==> src/rtl/thfu_pkg.sv <==
// ----------------------------------------------------------------------------
// thfu_pkg
// Shared types and constants of the terrain height field update block.
// ----------------------------------------------------------------------------
package thfu_pkg;

  // coordinate width, covers frame sizes up to 8191
  localparam int CW = 13;

  localparam logic [7:0] INIT_HEIGHT = 8'd96;
  localparam logic [7:0] INIT_LUMA   = 8'd16;
  localparam logic [7:0] RIDGE_BASE  = 8'd48;
  localparam logic [7:0] UPHEAVAL_BASE = 8'd32;
  localparam logic [6:0] SMOOTH_MUL  = 7'd82;
  localparam logic [7:0] FEED_BASE   = 8'd150;
  localparam logic [7:0] FEED_OFFSET = 8'd8;
  localparam logic [7:0] FEED_MAX    = 8'd180;
  localparam logic [7:0] TARGET_BIAS = 8'd24;
  localparam logic [7:0] SETTLE_MID  = 8'd128;

  // x / 100 == (x * RECIP_100) >> RECIP_SHIFT for x < 2^15
  localparam logic [12:0] RECIP_100   = 13'd5243;
  localparam int          RECIP_SHIFT = 19;

  typedef enum logic [2:0] {
    REG_FRAME_WIDTH   = 3'd0,
    REG_FRAME_HEIGHT  = 3'd1,
    REG_DEPOSIT_LEVEL = 3'd2,
    REG_MEMORY_LEVEL  = 3'd3,
    REG_EROSION_LEVEL = 3'd4
  } reg_idx_t;

  typedef struct packed {
    logic [7:0] ridge_mul;
    logic [7:0] heave_mul;
    logic [6:0] blur_mul;
    logic [7:0] feed;
    logic [3:0] settle;
  } gains_t;

  typedef struct packed {
    logic valid;
    logic in_frame;
    logic last;
  } item_ctl_t;

  typedef logic signed [11:0] val_t;
  typedef logic signed [19:0] prod_t;

endpackage

==> src/rtl/thfu_gain.sv <==
// ----------------------------------------------------------------------------
// thfu_gain
// Derives the per-frame gains from the level registers, two register steps.
// ----------------------------------------------------------------------------
module thfu_gain import thfu_pkg::*; (
  input  logic       clk,
  input  logic [6:0] deposit_level,
  input  logic [6:0] memory_level,
  input  logic [6:0] erosion_level,
  output gains_t     gains
);

  logic [13:0] smooth_prod;
  logic [14:0] feed_prod;
  logic [7:0]  ridge_g1, upheaval_g1;
  logic [3:0]  settle_g1;
  logic [27:0] smooth_q;
  logic [27:0] feed_q;
  logic [8:0]  feed_raw;

  always_ff @(posedge clk) begin
    smooth_prod <= 14'(erosion_level) * 14'(SMOOTH_MUL);
    feed_prod   <= 15'(deposit_level) * 15'(FEED_BASE - 8'(memory_level >> 1));
    ridge_g1    <= RIDGE_BASE + 8'(deposit_level);
    upheaval_g1 <= UPHEAVAL_BASE + 8'(deposit_level);
    settle_g1   <= erosion_level[6:3];
  end

  assign smooth_q = 28'(smooth_prod) * 28'(RECIP_100);
  assign feed_q   = 28'(feed_prod) * 28'(RECIP_100);
  assign feed_raw = 9'(FEED_OFFSET) + 9'(feed_q >> RECIP_SHIFT);

  always_ff @(posedge clk) begin
    gains.ridge_mul <= ridge_g1;
    gains.heave_mul <= upheaval_g1;
    gains.blur_mul  <= 7'd4 + 7'(smooth_q >> RECIP_SHIFT);
    gains.feed      <= (feed_raw > 9'(FEED_MAX)) ? FEED_MAX : feed_raw[7:0];
    gains.settle    <= settle_g1;
  end

endmodule

==> config.mk <==
export PLATFORM = sky130hd
export DESIGN_NAME = thfu_gain
export DESIGN_NICKNAME = d
export VERILOG_FILES = /design/src/rtl/thfu_pkg.sv /design/src/rtl/thfu_gain.sv
export SDC_FILE = /design/constraint.sdc
export NUM_CORES = 1
export LEC_CHECK = 0
export CAP_MARGIN = 40
export CORE_ASPECT_RATIO = 1.4
export CORE_MARGIN = 2
export CORE_UTILIZATION = 50
export CTS_BUF_LIST = sky130_fd_sc_hd__clkbuf_4
export DETAILED_ROUTE_END_ITERATION = 10
export DONT_BUFFER_PORTS = 1
export GPL_TIMING_DRIVEN = 0
export PLACE_DENSITY = 0.76
export SYNTH_ARGS = -nofsm -noshare
export SYNTH_HDL_FRONTEND = slang
export SYNTH_SLANG_ARGS = --single-unit
==> constraint.sdc <==
create_clock -name clk -period 6.2 [get_ports clk]
set_clock_uncertainty 0.05 [all_clocks]
set_input_delay 0.62 -clock clk [delete_from_list [all_inputs] [get_ports clk]]
set_output_delay 0.62 -clock clk [all_outputs]
set_load 0.005 [all_outputs]
-- Word level (Yosys, flattened, before mapping)
Index checks and enable logic that the tools add are counted.
- bits of input ports: 22
- bits in registers: 83
- $add $sub $neg: 5
- magnitude comparators: 1
- multiply operators: 4
- operators with widths (kind ; number):
    15-bit by 13-bit multiplier with 28-bit output, second input constant ; 1
    13-bit by 13-bit multiplier with 25-bit output, second input constant ; 1
    6-bit by 7-bit adder with 8-bit output, first input constant ; 2
    8-bit by 9-bit multiplier with 15-bit output ; 1
    7-bit by 6-bit multiplier with 13-bit output, second input constant ; 1
    4-bit by 9-bit adder with 9-bit output, first input constant ; 1
    9-bit by 8-bit greater-than comparator with 1-bit output, second input constant ; 1
    8-bit by 6-bit subtractor with 9-bit output, first input constant ; 1
    3-bit by 7-bit adder with 7-bit output, first input constant ; 1

-- Longest topological paths before layout
- depth after elaboration: 3
- gate-level depth with buffers: 27

-- Worst setup path after synthesis
No wires, ideal clock.
- path type: reg-to-reg
- start: register feed_prod[13]
- end: register gains[7] (netlist name)
- buffers on the path: 0
- slack: 0.429 ns
- setup time: 0.115 ns
- clock period less this slack: 5.771 ns
- arrival: 5.605 ns
- cell stages (with the launch flop): 24
- cells stage by stage: dfxtp_1 > fa_1 > ha_1 > inv_1 > fa_1 > inv_1 > fa_1 > inv_1 > fa_1 > inv_1 > ha_1 > nand4_1 > nor3_1 > nand3_1 > o21ai_1 > xor2_1 > ha_1 > nor2b_1 > nand2_1 > o211a_1 > or3_4 > o22ai_2 > nand2_2 > and3_1
- longest elaborated chain between the ends: 3
- RTL lines (item ; line ; text):
    start: declaration ; thfu_gain.sv:14 ; logic [14:0] feed_prod;
    start signal: assignment ; thfu_gain.sv:23 ; feed_prod <= 15'(deposit_level) * 15'(FEED_BASE - 8'(memory_level >> 1));
    15-bit by 13-bit multiplier with 28-bit output * ; thfu_gain.sv:30 ; assign feed_q = 28'(feed_prod) * 28'(RECIP_100);
    4-bit by 9-bit adder with 9-bit output * ; thfu_gain.sv:31 ; assign feed_raw = 9'(FEED_OFFSET) + 9'(feed_q >> RECIP_SHIFT);
    9-bit by 8-bit greater-than comparator with 1-bit output ; thfu_gain.sv:37 ; gains.feed <= (feed_raw > 9'(FEED_MAX)) ? FEED_MAX : feed_raw[7:0];
    end: declaration ; thfu_gain.sv:10 ; output gains_t gains
Every way passes the cells marked *; elsewhere a longest branch is shown, timed or not.
A chain may end at the register's enable or synchronous reset.

-- Worst setup path in the final report
- start: register smooth_prod[11]
- end: register gains[18] (netlist name)
- longest elaborated chain between the ends: 2
- RTL lines (item ; line ; text):
    start: declaration ; thfu_gain.sv:13 ; logic [13:0] smooth_prod;
    start signal: assignment ; thfu_gain.sv:22 ; smooth_prod <= 14'(erosion_level) * 14'(SMOOTH_MUL);
    13-bit by 13-bit multiplier with 25-bit output ; thfu_gain.sv:29 ; assign smooth_q = 28'(smooth_prod) * 28'(RECIP_100);
    3-bit by 7-bit adder with 7-bit output ; thfu_gain.sv:36 ; gains.blur_mul <= 7'd4 + 7'(smooth_q >> RECIP_SHIFT);
No other way between the ends.

==> results.toml <==
[flow_run]
maxCapViolations = 0

[grt]
grt_pass1_vias = 8059
antenna_found_initial = 1
grtUsageTotal_pct = 19.0
grt_pass1_wl_um = 35600
overflow = 0
grt_start_max_net_pins = 14

[worst_setup_path]
startpoint_type = "flip-flop"
path_max_fanout = 6
rrSetupSlack_ns = 0.26
reg2reg_from = "smooth_prod[11]"
worstSetupEndpointType = "flip-flop"
crit_start = "smooth_prod[11]"
r2r_cells = 23
critical_path_arrival_ns = 6.27
r2r_end = "gains[18]"
worstPathRequired_ns = 6.53
crit_type = "flip-flop to flip-flop"
endpoint = "gains[18]"

[routing]
drc = 0
vias = 7202
routed_via_density = 5.03
wl_per_cell_um = 14.2
detail-route-antenna-nets = 0
drt-initial-drc-count = 206
drt-pass1-iter-count = 4
wl_um = 20300

[timing]
finalCritPeriodShare_pct = 95.8
hold-worst-slack_ns = 0.121
layout_min_cycle_time_ns = 5.94
setup-violations-final = 0
worstMarginPinSlew_ns = 0.585
slew_viol_final = 0
hold_viol = 0
fmax_mhz = 168
relSlewSlack_pct = 60.9

[synth]
synth_top_area_cell = "ha_1"
avgSynthCellArea_um2 = 10.0
async_flop_share_pct = 0
seq_area_frac_synth_pct = 13.5
synth_edf_count = 0
synth_cell_types = 63
synth-seq-cells = 75
synth_top_cells_by_count = "inv_1 (296), ha_1 (262), fa_1 (157)"
syn_area_mm2 = 0.0111
syn_nets = 1552
syn_inst = 1111
yosysMostFrequentCell = "inv_1"
synth_warnings = 0
ys.flop_type = "dfxtp_1"
synth_top_area_share_pct = 29.4
yosys-top-cells-area = "ha_1 (29%), fa_1 (28%), dfxtp_1 (13%)"

[floorplan]
rows = 64
die_area_mm2 = 0.0235
core_region_area_mm2 = 0.0219
start_util_pct = 51.0
ios = 57
dieWidth_um = 130
die_y_um = 181

[clocking]
clkTransAtPathRegs_ns = 0.17
cts_tree = "done"
cts_sinks = 75
cts_buffers = 9
cts-root-buf = "clkbuf_4"
cts_max_path_buffers = 2
htreeDepth = 3
clock_latency_ns = 0.49

[worst_hold_path]
hold_path_depth = 0
worstHoldPathType = "input pin to flip-flop"

[place]
io_buffers = 0
place_congestion = 0.857
hpwl_um = 17600

[final_layout]
final_layout_size_suffix_gt1_share_pct = 6.88
fin_nets = 1569
area_delta_synth_final_pct = 6.37

[status]
status = "finished clean"
==> kinds of logic after synthesis <==
group                    synth area share [%]
AO/OA/AOI/OAI                            6.81
XOR/XNOR                                 3.84
adder cells (fa/ha/maj)                  57.7
buffers and inverters                    10.6
flip-flops                               13.5
multiplexers                            0.180
AND/OR/NAND/NOR                          7.30
==> cell usage in the layout (no fill, tap or decap), drive strengths merged, types with 23 or more instances in the layout <==
cell / instances
inv: 297
dfxtp: 75
o21ai: 23
nor2: 25
xnor2: 40
fa: 157
ha: 262
a21oi: 31
and2: 30
nand2: 36
==> layout make-up <==
class                      instances  area [um^2]
antenna                            1         2.50
buffer                            10         75.1
clock buffer                      10         75.1
clock inverter                     6         88.8
fill                            1888        10000
inverter                         296         1110
multi-input combinational        730         8530
sequential                        75         1550
tap                              297          372
timing repair buffer               6         45.0
==> how the worst min path moves through the flow <==
stage                startpoint             end  slack, ns
6_report       erosion_level[1]  smooth_prod[2]       0.12
5_1_grt        erosion_level[1]  smooth_prod[2]       0.07
4_1_cts        deposit_level[1]  upheaval_g1[1]       0.08
3_5_place_dp        ridge_g1[7]       gains[34]       0.26
3_3_place_gp     upheaval_g1[4]       gains[23]       0.26
2_1_floorplan      settle_g1[0]        gains[0]       0.26
==> metrics by stage <==
stage                     cells  TNS, ns  cell area, um^2  utilization (%)  setup WS, ns
after detailed placement   1408   -0.260            11500             52.7        -0.137
after global placement     1408  -0.0243            11500             52.7       -0.0220
after global routing       1431  -0.0143            11800             54.2       -0.0143
final                      1431        0            11800             54.2         0.263
after floorplan            1111        0            11100                -         0.429
after CTS                  1425        0            11700             53.6       0.00589
==> routing by layer <==
metal  track usage (%)  wire length (um)
met4              6.88               644
met5                 0                 0
met1              20.2              7960
met2              36.8             11200
met3              2.73               428
==> sequential cells by signal (all words and copies together), names as in the netlist <==
name / count
feed_prod: 15
upheaval_g1: 8
ridge_g1: 4
gains: 31
smooth_prod: 13
settle_g1: 4
==> repair_timing <==
item                       CTS  global route
pin swaps                    2             5
setup endpoints to repair    6             8
resized for setup           11            35
hold buffers                 0             0
buffers inserted             1             5
==> critical path: stages (launching register included) <==
cell      delay [ns]
dfxtp_4         0.42
ha_1            0.30
inv_1           0.06
fa_1            0.50
inv_1           0.06
fa_1            0.49
inv_1           0.05
fa_1            0.46
fa_1            0.54
inv_1           0.04
ha_1            0.30
a21o_1          0.18
a21oi_1         0.13
o21ai_0         0.14
a32oi_1         0.20
nand2b_1        0.14
or3_1           0.39
and2_1          0.18
ha_1            0.23
nor2b_1         0.17
maj3_2          0.30
a222oi_1        0.19
o21ai_1         0.14
xnor2_1         0.16
Power is left out: the tool's default activity adds up to more than one toggle a clock period on the data nets, which glitch-free logic cannot reach.
