==> src/rtl/thfu_pkg.sv <==
// ----------------------------------------------------------------------------
// thfu_pkg
// Shared types and constants of the terrain height field update block.
// ----------------------------------------------------------------------------
package thfu_pkg;

  // coordinate width, covers frame sizes up to 8191
  localparam int CW = 13;

  localparam logic [7:0] INIT_HEIGHT = 8'd96;
  localparam logic [7:0] INIT_LUMA   = 8'd16;
  localparam logic [7:0] RIDGE_BASE  = 8'd48;
  localparam logic [7:0] UPHEAVAL_BASE = 8'd32;
  localparam logic [6:0] SMOOTH_MUL  = 7'd82;
  localparam logic [7:0] FEED_BASE   = 8'd150;
  localparam logic [7:0] FEED_OFFSET = 8'd8;
  localparam logic [7:0] FEED_MAX    = 8'd180;
  localparam logic [7:0] TARGET_BIAS = 8'd24;
  localparam logic [7:0] SETTLE_MID  = 8'd128;

  // x / 100 == (x * RECIP_100) >> RECIP_SHIFT for x < 2^15
  localparam logic [12:0] RECIP_100   = 13'd5243;
  localparam int          RECIP_SHIFT = 19;

  typedef enum logic [2:0] {
    REG_FRAME_WIDTH   = 3'd0,
    REG_FRAME_HEIGHT  = 3'd1,
    REG_DEPOSIT_LEVEL = 3'd2,
    REG_MEMORY_LEVEL  = 3'd3,
    REG_EROSION_LEVEL = 3'd4
  } reg_idx_t;

  typedef struct packed {
    logic [7:0] ridge_mul;
    logic [7:0] heave_mul;
    logic [6:0] blur_mul;
    logic [7:0] feed;
    logic [3:0] settle;
  } gains_t;

  typedef struct packed {
    logic valid;
    logic in_frame;
    logic last;
  } item_ctl_t;

  typedef logic signed [11:0] val_t;
  typedef logic signed [19:0] prod_t;

endpackage

==> src/rtl/thfu_calc.sv <==
// ----------------------------------------------------------------------------
// thfu_calc
// Height arithmetic stages, output register with skid entry, write-back port.
// ----------------------------------------------------------------------------
module thfu_calc import thfu_pkg::*; #(
  parameter int AW = 16
) (
  input  logic          clk,
  input  logic          rst,
  input  gains_t        gains,
  input  item_ctl_t     ctl2,
  input  logic [AW-1:0] addr2,
  input  logic [7:0]    yc2,
  input  logic [7:0]    edge2,
  input  logic [7:0]    motion2,
  input  logic [7:0]    hc,
  input  logic [7:0]    hl,
  input  logic [7:0]    hr,
  input  logic [7:0]    hu,
  input  logic [7:0]    hd,
  output logic          adv,
  output logic          wr_en,
  output logic [AW-1:0] wr_addr,
  output logic [7:0]    wr_data,
  output logic          swap_done,
  output logic          out_valid,
  input  logic          out_ready,
  output logic [7:0]    new_height,
  output logic          frame_done
);

  item_ctl_t     ctl3, ctl4, ctl5;
  logic [AW-1:0] addr3, addr4, addr5;
  logic [7:0]    avg3, old3, yc3;
  logic [8:0]    ridge3, uph3;
  val_t          target4, smoothed4, nh5;
  logic [9:0]    nsum;
  logic [15:0]   ridge_p, uph_p;
  val_t          target_raw, sm_diff, fd_diff, st_diff, nh_raw;
  prod_t         sm_prod, fd_prod, st_prod;
  prod_t         sm_sh, fd_sh, st_sh;
  logic [7:0]    fin_height;
  logic          push;
  logic          skid_valid;
  logic [7:0]    skid_height;
  logic          skid_done;

  assign adv  = !skid_valid;
  assign push = adv && ctl5.valid;

  // stage 3: neighbour average, scaled edge and motion
  assign nsum    = 10'(hl) + 10'(hr) + 10'(hu) + 10'(hd);
  assign ridge_p = 16'(edge2) * 16'(gains.ridge_mul);
  assign uph_p   = 16'(motion2) * 16'(gains.heave_mul);

  // stage 4: target and smoothing
  assign target_raw = val_t'(yc3) + val_t'(ridge3) + val_t'(uph3) - val_t'(TARGET_BIAS);
  assign sm_diff    = val_t'(avg3) - val_t'(old3);
  assign sm_prod    = prod_t'(sm_diff) * prod_t'({1'b0, gains.blur_mul});
  assign sm_sh      = sm_prod >>> 8;

  // stage 5: feed toward target
  assign fd_diff = target4 - smoothed4;
  assign fd_prod = prod_t'(fd_diff) * prod_t'({1'b0, gains.feed});
  assign fd_sh   = fd_prod >>> 8;

  // final: settle toward mid level, clamp
  assign st_diff = val_t'(SETTLE_MID) - nh5;
  assign st_prod = prod_t'(st_diff) * prod_t'({1'b0, gains.settle});
  assign st_sh   = st_prod >>> 8;
  assign nh_raw  = nh5 + val_t'(st_sh);

  always_comb begin
    if (!ctl5.in_frame) begin
      fin_height = 8'd0;
    end else if (nh_raw < 0) begin
      fin_height = 8'd0;
    end else if (nh_raw > 12'sd255) begin
      fin_height = 8'd255;
    end else begin
      fin_height = nh_raw[7:0];
    end
  end

  assign wr_en     = push && ctl5.in_frame;
  assign wr_addr   = addr5;
  assign wr_data   = fin_height;
  assign swap_done = push && ctl5.last;

  always_ff @(posedge clk) begin
    if (rst) begin
      ctl3 <= '0;
      ctl4 <= '0;
      ctl5 <= '0;
    end else if (adv) begin
      ctl3 <= ctl2;
      ctl4 <= ctl3;
      ctl5 <= ctl4;
    end
  end

  always_ff @(posedge clk) begin
    if (adv) begin
      addr3  <= addr2;
      avg3   <= nsum[9:2];
      old3   <= hc;
      yc3    <= yc2;
      ridge3 <= ridge_p[15:7];
      uph3   <= uph_p[15:7];
      addr4  <= addr3;
      if (target_raw < 0) begin
        target4 <= '0;
      end else if (target_raw > 12'sd255) begin
        target4 <= 12'sd255;
      end else begin
        target4 <= target_raw;
      end
      smoothed4 <= val_t'(old3) + val_t'(sm_sh);
      addr5     <= addr4;
      nh5       <= smoothed4 + val_t'(fd_sh);
    end
  end

  // output register plus one skid entry
  always_ff @(posedge clk) begin
    if (rst) begin
      out_valid  <= 1'b0;
      skid_valid <= 1'b0;
    end else if (out_ready || !out_valid) begin
      if (skid_valid) begin
        out_valid  <= 1'b1;
        skid_valid <= 1'b0;
      end else begin
        out_valid <= push;
      end
    end else if (push) begin
      skid_valid <= 1'b1;
    end
  end

  always_ff @(posedge clk) begin
    if (out_ready || !out_valid) begin
      if (skid_valid) begin
        new_height <= skid_height;
        frame_done <= skid_done;
      end else if (push) begin
        new_height <= fin_height;
        frame_done <= ctl5.last;
      end
    end else if (push) begin
      skid_height <= fin_height;
      skid_done   <= ctl5.last;
    end
  end

endmodule

==> config.mk <==
export PLATFORM = sky130hd
export DESIGN_NAME = thfu_calc
export DESIGN_NICKNAME = d
export VERILOG_FILES = /design/src/rtl/thfu_pkg.sv /design/src/rtl/thfu_calc.sv
export SDC_FILE = /design/constraint.sdc
export NUM_CORES = 1
export LEC_CHECK = 0
export BUFFER_PORTS_ARGS = -buffer_cell sky130_fd_sc_hd__buf_2
export CAP_MARGIN = 20
export CORE_MARGIN = 4
export CORE_UTILIZATION = 60
export CTS_CLUSTER_DIAMETER = 200
export DETAILED_ROUTE_END_ITERATION = 8
export GPL_TIMING_DRIVEN = 0
export MAX_ROUTING_LAYER = met4
export PLACE_DENSITY = 0.8
export SETUP_SLACK_MARGIN = 0.15
export SYNTH_ARGS = -nofsm -noshare
export SYNTH_HDL_FRONTEND = slang
export SYNTH_SLANG_ARGS = --single-unit
export TNS_END_PERCENT = 30
==> constraint.sdc <==
create_clock -name clk -period 14.5 [get_ports clk]
set_clock_uncertainty 0.05 [all_clocks]
set_input_delay 0.725 -clock clk [delete_from_list [all_inputs] [get_ports clk]]
set_output_delay 0.725 -clock clk [all_outputs]
set_load 0.03 [all_outputs]
# Yosys cells after proc, flatten, opt, wreduce, memory -nomap -nowiden
# Index checks and enable logic that the tools add are counted.
# Widths: inputs -> output; s select.
totals:
  ff_bits: 155
  out_inout_bits: 37
  inputBits: 121
classes:
  addsub: 12
  multipliers: 5
  n_lt_le_gt_ge: 4
  n_mux: 9
  reduce_logical: 11
  n_bitwise: 1
ops:
  columns: ["operator", "count"]
  rows:
  - ["$mux 8", 6]
  - ["$mul 8x8->16", 2]
  - ["$gt 12x9->1 const B", 2]
  - ["$lt 12x1->1 const B", 2]
  - ["$mul 12x9->20", 1]
  - ["$mul 12x5->17", 1]
  - ["$mul 9x8->17", 1]
  - ["$add 12x12->12", 1]
  - ["$add 12x9->12", 1]
  - ["$sub 11x5->12 const B", 1]
  - ["$sub 12x12->12", 1]
  - ["$sub 9x12->12 const A", 1]
  - ["$add 10x9->11", 1]
  - ["$add 10x8->10", 1]
  - ["$add 8x9->10", 1]
  - ["$add 9x8->10", 1]
  - ["$add 9x9->10", 1]
  - ["$add 8x8->9", 1]
  - ["$sub 8x8->9", 1]
  - ["$reduce_and 2->1", 2]
  - ["$reduce_or 2->1", 2]
  - ["$logic_and 1x1->1", 3]
  - ["$mux 1", 3]
  - ["$logic_not 1->1", 2]
  - ["3 further kinds", 3]

# Longest topological paths before layout
depth:
  depth_word: 9
  depth_mapped: 34

# Worst setup path before layout
# Ideal clock, no wire load.
synth_timing:
  kind: "flip-flop to flip-flop"
  from: "register target4[0]"
  to: "register nh5[11], data pin"
  period_less_slack_ns: 7.517
  stages_incl_launch_ff: 35
  path_buffers: 0
  arrival_ns: 7.199
  t_required_ns: 14.182
  setup_slack_ns: 6.983
  path_cell_list: "edfxtp_1 > inv_1 > ha_1 > inv_1 > fa_1 > a21o_1 > a21oi_1 > o21bai_1 > a21oi_1 > o21ai_0 > a2111oi_0 > nand3b_1 > nand2_1 > fa_1 > inv_1 > fa_1 > inv_1 > fa_1 > inv_1 > fa_1 > ha_1 > nand2_1 > a21oi_1 > a221oi_2 > nor2b_1 > nor2_1 > xnor2_1 > ha_1 > nor3_1 > nor2_1 > a31oi_1 > nor2b_1 > o21a_1 > o41a_1 > xnor3_1"
synth_between:
  elab_chain_cells: 3
synth_rtl:
  columns: ["item", "line_no", "text"]
  rows:
  - ["start: declaration", "thfu_calc.sv:36", "val_t target4, smoothed4, nh5;"]
  - ["start signal: assignment", "thfu_calc.sv:116", "target4 <= target_raw;"]
  - ["$sub 12x12->12", "thfu_calc.sv:63", "assign fd_diff = target4 - smoothed4;"]
  - ["$mul 12x9->20", "thfu_calc.sv:64", "assign fd_prod = prod_t'(fd_diff) * prod_t'({1'b0, gains.feed});"]
  - ["$add 12x12->12", "thfu_calc.sv:120", "nh5 <= smoothed4 + val_t'(fd_sh);"]
  - ["end signal: assignment", "thfu_calc.sv:120", null]
  - ["end: declaration", "thfu_calc.sv:36", null]
# Every way passes these cells.
# A chain may end at the register's enable or synchronous reset.

# Final worst setup path
layout_timing:
  from: "register smoothed4[0]"
  to: "register nh5[10], data pin"
layout_between:
  elab_chain_cells: 3
layout_rtl:
  columns: ["item", "line_no", "text"]
  rows:
  - ["start: declaration", "thfu_calc.sv:36", null]
  - ["start signal: assignment", "thfu_calc.sv:118", "smoothed4 <= val_t'(old3) + val_t'(sm_sh);"]
  - ["$sub 12x12->12", "thfu_calc.sv:63", null]
  - ["$mul 12x9->20", "thfu_calc.sv:64", null]
  - ["$add 12x12->12 *", "thfu_calc.sv:120", null]
# Every way passes the cells marked *; elsewhere a longest branch is shown, timed or not.

==> results.yml <==
run_status:
  status: "complete, no violations"
clock_network:
  clock_latency_ns: 0.41
  cts_tree: "done"
  hold_buffers: 0
  cts_buffers: 17
  clkTransAtPathRegs_ns: 0.06
  cts-root-buf: "clkbuf_16"
  cts_max_level: 4
  cts_max_path_buffers: 2
  cts_sinks: 153
  cts_setup_buffers: 0
  cts_resized: 0
routing:
  drcViolationCount: 0
  drt-wirelength-per-cell_um: 15.4
  totalWireLength_um: 38500
  drt-initial-drc-count: 593
  dr_total_vias: 13400
  vias_per_cell: 5.36
  dr.pass1.iters: 5
  ant_nets: 0
synthesis:
  async_reset_ff_share_pct: 0
  synth_compound_area_share_pct: 6.68
  yosysUniqueCellTypes: 74
  synthCells: 1910
  yosys.area.top_type: "fa_1"
  ys_ff_latch: 153
  synth_top_flop_cell: "edfxtp_1"
  synth_area_per_cell_um2: 10.1
  synth_xor_area_share_pct: 5.12
  synth.cell_area_mm2: 0.0194
  yosys_warnings: 0
  yosysSeqAreaShare_pct: 23.2
  synth_mux_area_share_pct: 0.524
  synthAdderAreaFrac_pct: 41.3
  synth_top_family_by_area: "adder cells"
  synth_commonest_cells: "inv_1 (384), fa_1 (249), ha_1 (240)"
  synth_area_leaders: "fa_1 (26%), edfxtp_1 (22%), ha_1 (16%)"
  yosysMostFrequentCell: "inv_1"
  synth_top_area_share_pct: 25.8
  synth-simple-area-share_pct: 15.3
  synth_edf_count: 142
finish:
  drive_above_1_share_pct: 10.6
  fillerInstances: 2427
  syn_to_final_growth_pct: 10.0
  final_area_mm2: 0.0213
  regArea_mm2: 0.00448
  nets: 2699
  multi_input_area_mm2: 0.0134
sta:
  finalCriticalPeriod_ns: 8.73
  setup-tns-final_ns: 0
  finalSetupViolCount: 0
  slew_headroom_pct: 33.8
  worst_pin_slew_ns: 0.977
  rsz0062_at_grt: "no"
  slew_violations: 0
  hold_violations: 0
  fin_crit_sh_pct: 60.2
  max_freq_ghz: 0.115
worst_hold_path:
  min_delay_path_depth: 0
  holdCritPathClass: "reg -> reg"
critical_path:
  ff2ff_path_depth: 31
  r2r_setup_slack_ns: 5.77
  crit_end: "nh5[10]"
  end_kind: "flip-flop"
  path_class: "reg -> reg"
  r2r-start: "smoothed4[0]"
  required_ns: 14.59
  cp.arrival_ns: 8.81
  critical_path.max_fanout: 8
  start_kind: "flip-flop"
  critPathLaunch: "smoothed4[0]"
  r2r-end: "nh5[10]"
  path_common_cell: "fa_1"
  cpMaxStageDelayCell: "xor2_1"
  critical-path-max-stage-delay_ns: 0.64
global_routing:
  grt_pass1_vias: 14300
  gr-total-overflow: 0
  grt_pass1_wl_um: 66900
  grt_antenna_before_repair: 3
  grt_max_degree: 72
  grt_usage_pct: 23.3
floorplan:
  die_w_um: 188
  rows: 65
  die_y_um: 188
  core_area_mm2: 0.0317
  initial_core_util_pct: 61.0
  dieArea_mm2: 0.0352
  io_pins: 158
placed_design:
  dp_hpwl_um: 32400
  place.gp.congestion: 0.870
  placement.io_buffers: 154
  place_area_mm2: 0.0207
flow_run:
  drv_cap: 0
==> stage by stage <==
stage / util (%) / setup slack, ns / std cells / hold WS [ns]
floorplan: - / 6.98 / 1913 / 0.350
global placement: 65.1 / 6.19 / 2469 / 0.350
detailed placement: 65.2 / 5.93 / 2471 / 0.356
CTS: 67.1 / 5.86 / 2503 / 0.371
global route: 67.1 / 5.28 / 2507 / 0.375
finish: 67.1 / 5.77 / 2507 / 0.371
==> cell type report <==
type	count	share of cell area, %
multi-input cells	1355	62.7
flip-flops and latches	153	21.1
inverters	384	6.78
repair buffers	157	3.80
well taps	402	2.36
clock buffers	19	2.08
clock inverters	13	0.758
plain buffers	21	0.411
diodes	3	0.0353
==> cell usage in the layout, fill, tap and decap left out, drive strengths merged, types with 7 or more instances in the layout <==
cell and n:
inv 388, fa 249, ha 240, and2 189, buf 159, nand2 142
edfxtp 142, nor2 81, xnor2 81, a21oi 55, clkbuf 38, nor2b 34
o21ai 32, xor2 27, nor3 22, o21a 21, nand3 19, a21o 18
o21bai 14, and3 14, nand2b 11, dfxtp 11, o31ai 11, nor3b 10
mux2i 9, or3 7
==> worst max-delay path, delay by kind of cell (launching register included) <==
family | cells | cell delay, ns
AO/OA/AOI/OAI | 14 | 3.28
XOR/XNOR | 2 | 0.80
flip-flops | 1 | 0.45
AND/OR/NAND/NOR | 3 | 0.57
buffers and inverters | 4 | 0.28
adder cells (fa/ha/maj) | 8 | 3.04
==> per-layer routing <==
layer / share of wire, % / routed length [µm] / track usage [%] / up-vias
met4: 1.6 / 635 / 5.22 / 0
li1: - / - / - / 6476
met1: 43 / 16700 / 30.0 / 6631
met2: 51 / 19700 / 40.2 / 278
met3: 3.8 / 1450 / 2.55 / 50
met5: 0 / 0 / - / -
==> cell families (layout without fill, tap and decap cells) <==
family / after synthesis / after routing
AOI/OAI and AO/OA: 189 / 189
and+or+nand+nor: 554 / 554
muxes: 10 / 10
buffers and inverters: 405 / 594
DFF: 153 / 153
other: 1 / 7
xor gates and xnor gates: 109 / 109
adders and majority gates: 489 / 489
==> how the worst min path moves through the flow <==
| stage | from | end | slack, ns |
|---|---|---|---|
| after detailed placement | addr3[11] | addr4[11] | 0.36 |
| final | addr4[9] | wr_addr[9] | 0.37 |
| after global routing | addr3[11] | addr4[11] | 0.38 |
| after floorplan | addr3[0] | addr4[0] | 0.35 |
| after global placement | addr4[11] | wr_addr[11] | 0.35 |
| after CTS | addr3[11] | addr4[11] | 0.37 |
==> registers in the layout, indices dropped and copies added, names as in the netlist, 9 cells and up <==
signal,cells
addr4,16
ridge3,9
target4,12
uph3,9
nh5,12
wr_addr,16
addr3,16
smoothed4,10
Power is not shown: default switching activity piles up to over one toggle a cycle in this logic, so the estimate is an artifact.
